File: src/stuffed_bit_writer_unit_defines.svh
// assertion macros used by the bit writer unit
`ifndef STUFFED_BIT_WRITER_UNIT_DEFINES_SVH
`define STUFFED_BIT_WRITER_UNIT_DEFINES_SVH

`ifndef SYNTHESIS
// clocked check, held off while reset is low
`define SBW_ASSERT(label, clk, rst_n, prop) \
    label: assert property (@(posedge clk) disable iff (!rst_n) prop) \
        else $error("stuffed bit writer check failed");
// clocked check that also runs during reset
`define SBW_ASSERT_ALWAYS(label, clk, prop) \
    label: assert property (@(posedge clk) prop) \
        else $error("stuffed bit writer check failed");
`else
`define SBW_ASSERT(label, clk, rst_n, prop)
`define SBW_ASSERT_ALWAYS(label, clk, prop)
`endif

`endif

File: src/sbw_pkg.sv
`default_nettype none

package sbw_pkg;

    // item kinds
    localparam logic [1:0] KIND_WRITE   = 2'd0;
    localparam logic [1:0] KIND_FLUSH   = 2'd1;
    localparam logic [1:0] KIND_RESTART = 2'd2;

    // configuration register indexes
    localparam logic CFG_BYTE_CAPACITY = 1'b0;
    localparam logic CFG_SIMULATE_ONLY = 1'b1;

    localparam logic [7:0]  BYTE_MARKER  = 8'hff;
    localparam logic [3:0]  FREE_FULL    = 4'd8;
    localparam logic [3:0]  FREE_STUFFED = 4'd7;
    localparam logic [5:0]  MAX_NBITS    = 6'd32;
    localparam logic [31:0] CAPACITY_RST = 32'd65535;

    typedef struct packed {
        logic [7:0]  out_byte;
        logic        stored;
        logic        dropped;
        logic [31:0] byte_position;
        logic        last;
    } t_result;

endpackage

`default_nettype wire

File: src/sbw_out_stage.sv
`default_nettype none

module sbw_out_stage (
    input  wire logic             i_clk,
    input  wire logic             i_rst_n,
    input  wire logic             i_load,
    input  wire sbw_pkg::t_result i_result,
    output logic                  o_can_load,
    output logic                  o_valid,
    input  wire logic             i_ready,
    output sbw_pkg::t_result      o_result
);
    import sbw_pkg::*;

    logic    r_valid;
    logic    n_valid;
    t_result r_result;

    // a slot frees up in the same cycle the receiver takes it
    assign o_can_load = !r_valid || i_ready;

    always_comb begin
        n_valid = r_valid;
        if (i_load) begin
            n_valid = 1'b1;
        end else if (i_ready) begin
            n_valid = 1'b0;
        end
    end

    always_ff @(posedge i_clk) begin
        if (!i_rst_n) begin
            r_valid <= 1'b0;
        end else begin
            r_valid <= n_valid;
        end
    end

    always_ff @(posedge i_clk) begin
        if (i_load) begin
            r_result <= i_result;
        end
    end

    assign o_valid  = r_valid;
    assign o_result = r_result;

endmodule

`default_nettype wire

File: src/stuffed_bit_writer_unit.sv
// stuffed bit writer: packs msb-first bit fields into bytes with packet
// header bit stuffing (a byte after 0xff carries only 7 data bits)
// input channel: i_in_valid / o_in_ready with i_kind, i_value, i_nbits
//   kind write packs the low nbits of value, flush emits the partial byte
//   (plus one more if it was 0xff), restart clears position and buffer
// output channel: o_out_valid / i_out_ready, one item per emitted byte,
//   o_last marks the final byte caused by an input item
// config channel: i_cfg_valid / o_cfg_ready, index 0 byte capacity,
//   index 1 simulate-only; always ready, write only while idle
// sequencing: a write item keeps the sequencer busy, first shifting the
//   value shift register to align the field and then placing one bit per
//   cycle unless a stalled output holds it; flush stays busy for its byte
//   and any stuffed byte; restart, zero-length writes and the unused kind stay idle
// an emitted byte shows on o_out_valid the cycle after it is emitted
// o_in_ready is high only between items; one item is worked on at a time
// results sit in a single output register; when the receiver stalls with
//   that register full, the bit sequencer holds on the next emitting cycle
// reset (synchronous, active low): capacity 65535, simulate off,
//   buffer empty with 8 bits free, position zero, no output pending
`default_nettype none

`include "stuffed_bit_writer_unit_defines.svh"

module stuffed_bit_writer_unit (
    input  wire logic        i_clk,
    input  wire logic        i_rst_n,
    // item input
    input  wire logic        i_in_valid,
    output logic             o_in_ready,
    input  wire logic [1:0]  i_kind,
    input  wire logic [31:0] i_value,
    input  wire logic [5:0]  i_nbits,
    // byte output
    output logic             o_out_valid,
    input  wire logic        i_out_ready,
    output logic [7:0]       o_out_byte,
    output logic             o_stored,
    output logic             o_dropped,
    output logic [31:0]      o_byte_position,
    output logic             o_last,
    // configuration writes
    input  wire logic        i_cfg_valid,
    output logic             o_cfg_ready,
    input  wire logic        i_cfg_index,
    input  wire logic [31:0] i_cfg_data
);
    import sbw_pkg::*;

    // sequencer states
    localparam logic [1:0] ST_IDLE   = 2'd0;
    localparam logic [1:0] ST_BITS   = 2'd1;
    localparam logic [1:0] ST_FLUSH1 = 2'd2;
    localparam logic [1:0] ST_FLUSH2 = 2'd3;

    logic [1:0]  r_state,  n_state;
    logic [31:0] r_shift,  n_shift;   // value, msb of the field leaves at bit 31
    logic [5:0]  r_skip,   n_skip;    // alignment cycles still to go
    logic [5:0]  r_left,   n_left;    // field bits still to place
    logic [7:0]  r_buf,    n_buf;     // partial byte
    logic [3:0]  r_free,   n_free;    // free bit slots in r_buf
    logic [31:0] r_pos,    n_pos;     // bytes counted
    logic [31:0] r_cap,    n_cap;
    logic        r_sim,    n_sim;

    logic        w_accept;
    logic [5:0]  w_nbits;
    logic        w_is_ff;
    logic [3:0]  w_new_free;
    logic        w_drop;
    logic [31:0] w_pos_inc;
    logic        w_bit_emit;
    logic        w_emit;
    logic        w_can_load;
    logic        w_fire;
    logic        w_last;
    logic [7:0]  w_buf_pre;
    logic [3:0]  w_free_pre;
    logic [3:0]  w_free_post;
    t_result     w_result;
    t_result     w_out;

    assign o_in_ready  = (r_state == ST_IDLE);
    assign o_cfg_ready = 1'b1;
    assign w_accept    = i_in_valid && o_in_ready;
    assign w_nbits     = (i_nbits > MAX_NBITS) ? MAX_NBITS : i_nbits;

    // byte emission, shared by bit placement and flush
    assign w_is_ff    = (r_buf == BYTE_MARKER);
    assign w_new_free = w_is_ff ? FREE_STUFFED : FREE_FULL;
    assign w_drop     = (r_pos >= r_cap);
    assign w_pos_inc  = r_pos + 32'd1;

    // a bit arriving at a full buffer pushes the byte out first
    assign w_bit_emit = (r_state == ST_BITS) && (r_skip == 6'd0) && (r_free == 4'd0);
    assign w_emit     = w_bit_emit || (r_state == ST_FLUSH1) || (r_state == ST_FLUSH2);
    assign w_fire     = w_emit && w_can_load;

    // last byte of the item: during a write, when the bits after this one
    // fit in the fresh byte; on flush, when no stuffed byte follows
    always_comb begin
        unique case (r_state)
            ST_BITS:   w_last = ((r_left - 6'd1) < {2'b00, w_new_free});
            ST_FLUSH1: w_last = !w_is_ff;
            default:   w_last = 1'b1;
        endcase
    end

    assign w_result.out_byte      = r_buf;
    assign w_result.stored        = !w_drop && !r_sim;
    assign w_result.dropped       = w_drop;
    assign w_result.byte_position = w_drop ? r_pos : w_pos_inc;
    assign w_result.last          = w_last;

    // buffer and slot count as seen by the incoming bit
    assign w_buf_pre   = (w_bit_emit && !w_drop) ? 8'd0 : r_buf;
    assign w_free_pre  = w_bit_emit ? w_new_free : r_free;
    assign w_free_post = w_free_pre - 4'd1;

    always_comb begin
        n_state = r_state;
        n_shift = r_shift;
        n_skip  = r_skip;
        n_left  = r_left;
        n_buf   = r_buf;
        n_free  = r_free;
        n_pos   = r_pos;
        n_cap   = r_cap;
        n_sim   = r_sim;

        if (i_cfg_valid) begin
            unique case (i_cfg_index)
                CFG_BYTE_CAPACITY: n_cap = i_cfg_data;
                CFG_SIMULATE_ONLY: n_sim = i_cfg_data[0];
                default:           n_cap = r_cap;
            endcase
        end

        // emitted byte updates the buffer state
        if (w_fire) begin
            n_free = w_new_free;
            if (!w_drop) begin
                n_pos = w_pos_inc;
                n_buf = 8'd0;
            end
        end

        unique case (r_state)
            ST_IDLE: begin
                if (w_accept) begin
                    case (i_kind)
                        KIND_WRITE: begin
                            if (w_nbits != 6'd0) begin
                                n_shift = i_value;
                                n_skip  = MAX_NBITS - w_nbits;
                                n_left  = w_nbits;
                                n_state = ST_BITS;
                            end
                        end
                        KIND_FLUSH: begin
                            n_state = ST_FLUSH1;
                        end
                        KIND_RESTART: begin
                            n_pos  = 32'd0;
                            n_buf  = 8'd0;
                            n_free = FREE_FULL;
                        end
                        default: begin
                            n_state = ST_IDLE;
                        end
                    endcase
                end
            end
            ST_BITS: begin
                if (r_skip != 6'd0) begin
                    n_shift = {r_shift[30:0], 1'b0};
                    n_skip  = r_skip - 6'd1;
                end else if (!w_bit_emit || w_can_load) begin
                    n_free  = w_free_post;
                    n_buf   = w_buf_pre | ({7'd0, r_shift[31]} << w_free_post[2:0]);
                    n_shift = {r_shift[30:0], 1'b0};
                    n_left  = r_left - 6'd1;
                    if (r_left == 6'd1) begin
                        n_state = ST_IDLE;
                    end
                end
            end
            ST_FLUSH1: begin
                if (w_can_load) begin
                    n_state = w_is_ff ? ST_FLUSH2 : ST_IDLE;
                end
            end
            ST_FLUSH2: begin
                if (w_can_load) begin
                    n_state = ST_IDLE;
                end
            end
            default: begin
                n_state = ST_IDLE;
            end
        endcase
    end

    always_ff @(posedge i_clk) begin
        if (!i_rst_n) begin
            r_state <= ST_IDLE;
            r_buf   <= 8'd0;
            r_free  <= FREE_FULL;
            r_pos   <= 32'd0;
            r_cap   <= CAPACITY_RST;
            r_sim   <= 1'b0;
        end else begin
            r_state <= n_state;
            r_buf   <= n_buf;
            r_free  <= n_free;
            r_pos   <= n_pos;
            r_cap   <= n_cap;
            r_sim   <= n_sim;
        end
    end

    // field shifter, no reset needed
    always_ff @(posedge i_clk) begin
        r_shift <= n_shift;
        r_skip  <= n_skip;
        r_left  <= n_left;
    end

    sbw_out_stage u_out (
        .i_clk      (i_clk),
        .i_rst_n    (i_rst_n),
        .i_load     (w_fire),
        .i_result   (w_result),
        .o_can_load (w_can_load),
        .o_valid    (o_out_valid),
        .i_ready    (i_out_ready),
        .o_result   (w_out)
    );

    assign o_out_byte      = w_out.out_byte;
    assign o_stored        = w_out.stored;
    assign o_dropped       = w_out.dropped;
    assign o_byte_position = w_out.byte_position;
    assign o_last          = w_out.last;

    // slot count never exceeds a full byte
    `SBW_ASSERT(a_free_range, i_clk, i_rst_n, r_free <= FREE_FULL)
    // a byte is only pushed when the output register can take it
    `SBW_ASSERT(a_no_overrun, i_clk, i_rst_n, (o_out_valid && !i_out_ready) |-> !w_fire)
    // restart returns the bit state to its reset values
    `SBW_ASSERT(a_restart, i_clk, i_rst_n,
        (w_accept && (i_kind == KIND_RESTART)) |=>
        ((r_pos == 32'd0) && (r_free == FREE_FULL) && (r_buf == 8'd0)))
    // a dropped byte never leaves the position moving
    `SBW_ASSERT(a_drop_holds_pos, i_clk, i_rst_n, (w_fire && w_drop) |=> $stable(r_pos))
    // holding reset leaves the sequencer idle
    `SBW_ASSERT_ALWAYS(a_reset_idle, i_clk, !i_rst_n |=> (r_state == ST_IDLE))

endmodule

`default_nettype wire
File: config.mk
export PLATFORM = sky130hd
export DESIGN_NAME = stuffed_bit_writer_unit
export DESIGN_NICKNAME = d
export VERILOG_FILES = /design/src/sbw_pkg.sv /design/src/sbw_out_stage.sv /design/src/stuffed_bit_writer_unit.sv
export VERILOG_INCLUDE_DIRS = /design/src /design/src/src
export SDC_FILE = /design/constraint.sdc
export NUM_CORES = 1
export LEC_CHECK = 0
export ABC_AREA = 1
export BUFFER_PORTS_ARGS = -buffer_cell sky130_fd_sc_hd__buf_2
export CAP_MARGIN = 10
export CORE_UTILIZATION = 58
export DETAILED_ROUTE_END_ITERATION = 12
export MAX_ROUTING_LAYER = met4
export PLACE_DENSITY = 0.87
export SLEW_MARGIN = 30
export SYNTH_ARGS = -nofsm -noshare
export SYNTH_HDL_FRONTEND = slang
export SYNTH_SLANG_ARGS = --single-unit
File: constraint.sdc
create_clock -name i_clk -period 2.76 [get_ports i_clk]
set_clock_uncertainty 0.1 [all_clocks]
set_input_delay 0 -clock i_clk [delete_from_list [all_inputs] [get_ports i_clk]]
set_output_delay 0 -clock i_clk [all_outputs]
set_load 0.05 [all_outputs]
==> impl_summary.md <==
Outcome
The flow ran to the end, and the final reports show no timing, DRC or antenna violations.

Critical path
For the worst setup path, the data required time is ~3000 ps. Of all nets on the critical path, the largest fanout is 40. The worst register-to-register path ends at r_pos[5]$_SDFF_PN0_. For the worst flop-to-flop path, the logic depth is 10. Across all register-to-register paths, the minimum setup slack is roughly 290 ps. The startpoint of the most critical register-to-register path is r_skip[0]$_DFFE_PP_. Data arrives at the worst endpoint at roughly 2700 ps. STA classifies the critical path startpoint as a flip-flop. The critical setup path kind is reg -> reg. The worst setup path is captured at a flip-flop.

Clocking
The total of hold buffers inserted after clock tree synthesis is roughly 90. The buffer type at the clock tree root is sky130_fd_sc_hd__clkbuf_16. The H-tree was split into 4 levels.

The CTS sink count is 167. The TritonCTS buffer count is 17. The longest clock path from root to sink contains 2 buffers.

The number of setup buffers added after CTS is 0. Post-CTS repair changed the size of 0 cells. After clock tree synthesis, the clock-pin slew on the worst setup and hold paths is around 70 ps. The source-to-sink clock delay at the later pin of the worst-skew pair is 440 ps. TritonCTS built the clock tree.

Global route
The number of antenna violations at the first check in global routing is 1. The total overflow reported by the global router is 0. The via count of the first global-routing pass came to 8,216. The first global-routing pass estimated about 38,000 um of wire. The maximum number of pins on one net before global-route repair is 43.

Across every metal layer, demand over resource in global routing totals between 30% and 40%.

Synth
The synthesized net count is between 1,000 and 1,500. The number of warnings reported in the yosys synthesis log is 0. The mapped netlist covers 8980 um^2. The number of storage elements in the synthesis netlist is about 170. Counting instances in the post-synthesis netlist gives the leading cell types as sky130_fd_sc_hd__nand2_1 (394), sky130_fd_sc_hd__inv_1 (134), sky130_fd_sc_hd__nor2_1 (92). The synthesized design devotes to its leading area cell type slightly below 30% of total area.

The leading area contributor after synthesis is sky130_fd_sc_hd__edfxtp_1. The number of flops mapped to enable cells by yosys is 87. The most frequent cell after synthesis is sky130_fd_sc_hd__nand2_1. The share of synthesized registers carrying an async set or reset is 0%. Yosys mapped the design onto 41 distinct sky130hd cell types.

The most used flip-flop cell after synthesis is sky130_fd_sc_hd__edfxtp_1. After technology mapping, the gate count stands at roughly 1,200. The share of the Yosys chip area taken by registers is between 40% and 50%.

After synthesis, the mean cell area works out to between 7 and 8 um^2. By area the synthesized netlist is led by sky130_fd_sc_hd__edfxtp_1 (29%), sky130_fd_sc_hd__dfxtp_1 (18%), sky130_fd_sc_hd__nand2_1 (16%).

Detailed routing
The final layout contains routed wiring with a total length of 23,900 um. The routed length per placed instance is between 15 and 20 um. For this run, design rule violations remaining after detail routing come to 0. The violation count after the first detailed-route iteration is roughly 750.

In the routed layout, each cell is associated on average with a via count of roughly 5.4. The final route contains between 8,000 and 9,000 vias. The first detailed-routing pass ran for 6 iterations. The count of nets left with antenna violations once routing finished came out at 0.

STA
The number of failing hold endpoints at the final stage was 0. The clock period could shrink to 2470 ps. Setup violations remaining at the end of the flow were counted as 0. The total negative slack for setup checks is 0 ps. At the pin with the least slew margin, the transition time is about 810 ps. The headroom to the max-slew limit is 45.6%. The final critical path takes up between 80% and 90% of the cycle. The worst hold margin is around 16 ps. The highest clock rate is 404 MHz. Setup repair after global routing left no endpoint under its margin.

The total count of max-transition violations in the final report was 0.

Worst hold path
The path type of the worst min-delay path is in -> reg. The number of stages on the worst hold path is 6. The startpoint identified for the worst hold timing path is i_kind[1]. The path with the worst hold slack has its endpoint at r_state[0]$_SDFFE_PN0P_.

Run
The number of violations of the max-capacitance limit is 0.

Placed design
After detailed placement, the total cell area comes to slightly below 10,000 um^2. The routability congestion estimate is 0.972. The number of placed instances, taps included is 1,441. The count of input and output buffers is roughly 120. Once detailed placement completed, the half-perimeter wirelength came to about 15,000 um.

Layout
Of the cells placed in the final design, the portion with a size suffix greater than 1 is approximately 15%. The number of nets in the finished design is roughly 1,500. The growth of design area from synthesis to finish is 25.6%.

After routing the design area is approximately 11,000 um^2. The finished layout holds around 1,600 standard cells, fillers aside. The final design utilization is between 70% and 80%.

Counting the fill cells in the layout gives around 970.

Pwr
Dividing total power by cell area gives a power density of 1030 nW/um^2. The internal power is about 6400 uW. The relative contribution of sequential cells to total power is between 30% and 40%. The clock group share of total power is 19.6%. The share of total power dissipated in combinational logic is between 40% and 50%. The net switching fraction of the power is a little under half.

Across the VDD grid, the largest voltage drop is around 0.0007 V. The reported leakage power is about 0.0053 uW. For this design the total switching power over the nets is about 5300 uW.

Floorplanning
The die extent in y is about 130 um. The area of the core is 15,100 um^2. The floorplan has 45 rows.

Measured along the x axis, the die boundary spans about 130 um. The effective utilization at floorplan is between 50% and 60%. The floorplan die area is approximately 16,000 um^2. Pin placement for this block handled 124 I/O pins.
power by group through the flow:
stage          Clock, uW  Combinational [uW]  Sequential [uW]
5_1_grt             2400                5610             4290
3_3_place_gp           0                4750             4200
6_report            2280                5150             4220
3_5_place_dp           0                4890             4210
4_1_cts             2290                5030             4180
2_1_floorplan          0                2860             5010
sequential cells by signal, summed over array words and instances, names as in the netlist:
register,flops
r_free,4
r_sim,1
r_state,2
u_out.o_valid,1
r_cap,32
r_shift,32
r_buf,8
r_pos,32
r_left,6
r_skip,6
u_out.o_result,43
stage by stage:
| stage | total power, uW | setup WS (ps) |
|---|---|---|
| finish | 11700 | 288 |
| global route | 12300 | 108 |
| CTS | 11500 | 312 |
| detailed placement | 9100 | 321 |
| global placement | 8950 | 369 |
| floorplan | 7860 | 139 |
worst max-delay path: stages, from the launching register on:
cell and delay [ps]:
sky130_fd_sc_hd__edfxtp_1 390, sky130_fd_sc_hd__inv_1 90, sky130_fd_sc_hd__ha_1 210, sky130_fd_sc_hd__nand2_2 100, sky130_fd_sc_hd__nor3_4 240, sky130_fd_sc_hd__nand3_2 210
sky130_fd_sc_hd__a21oi_4 260, sky130_fd_sc_hd__buf_4 460, sky130_fd_sc_hd__nand3_1 170, sky130_fd_sc_hd__nand2_1 100, sky130_fd_sc_hd__inv_1 40
worst max-delay path by stage:
| stage | endpoint | start |
|---|---|---|
| after floorplan | r_shift[0]$_SDFFCE_PP0P_ | r_state[0]$_SDFFE_PN0P_ |
| after global placement | r_pos[5]$_SDFF_PN0_ | r_skip[0]$_DFFE_PP_ |
| after detailed placement | r_pos[5]$_SDFF_PN0_ | r_skip[0]$_DFFE_PP_ |
| after CTS | r_pos[5]$_SDFF_PN0_ | r_skip[0]$_DFFE_PP_ |
| after global routing | r_buf[0]$_SDFF_PN0_ | r_state[1]$_SDFFE_PN0P_ |
| final | r_pos[5]$_SDFF_PN0_ | r_skip[0]$_DFFE_PP_ |
cells by family (layout without fill, tap and decap cells):
| logic type | count (synthesis) | after routing | share of synthesized area [%] |
|---|---|---|---|
| DFF | 167 | 167 | 46.9 |
| adders and majority gates | 45 | 45 | 6.27 |
| other | 1 | 2 | 0.0417 |
| xor gates and xnor gates | 35 | 35 | 3.41 |
| buffers and inverters | 174 | 401 | 7.87 |
| AOI/OAI and AO/OA | 130 | 130 | 8.09 |
| and+or+nand+nor | 598 | 598 | 27.4 |
cell type report:
type	count	area [um^2]	area share, %
Sequential cell	167	4210	37.3
Multi-Input combinational cell	809	4070	36.1
Timing Repair Buffer	233	1690	14.9
Inverter	136	510	4.52
Clock buffer	17	425	3.77
Tap cell	188	235	2.08
Clock inverter	15	140	1.24
Antenna cell	1	2.50	0.0222
cell usage in the layout, fill, tap and decap left out, types with 16 or more instances in the layout:
cell type / instances
sky130_fd_sc_hd__ha_1: 45
sky130_fd_sc_hd__o21ai_0: 33
sky130_fd_sc_hd__dlygate4sd3_1: 92
sky130_fd_sc_hd__nor3_1: 19
sky130_fd_sc_hd__o211ai_1: 16
sky130_fd_sc_hd__nor2_2: 18
sky130_fd_sc_hd__nor2_1: 91
sky130_fd_sc_hd__inv_1: 134
sky130_fd_sc_hd__nand2_1: 394
sky130_fd_sc_hd__edfxtp_1: 87
sky130_fd_sc_hd__dfxtp_1: 80
sky130_fd_sc_hd__xor2_1: 34
sky130_fd_sc_hd__buf_4: 18
sky130_fd_sc_hd__a21oi_1: 68
sky130_fd_sc_hd__buf_2: 122
sky130_fd_sc_hd__clkbuf_16: 17
sky130_fd_sc_hd__nand3_1: 52
routing by layer:
| metal | vias up | track usage, % | routed length, um |
|---|---|---|---|
| li1 | 4131 | - | - |
| met1 | 3853 | 35.7 | 9280 |
| met2 | 420 | 54.4 | 12000 |
| met3 | 81 | 5.69 | 1760 |
| met4 | 0 | 15.0 | 836 |
| met5 | - | - | 0 |
Power figures use the tool's default switching activity.
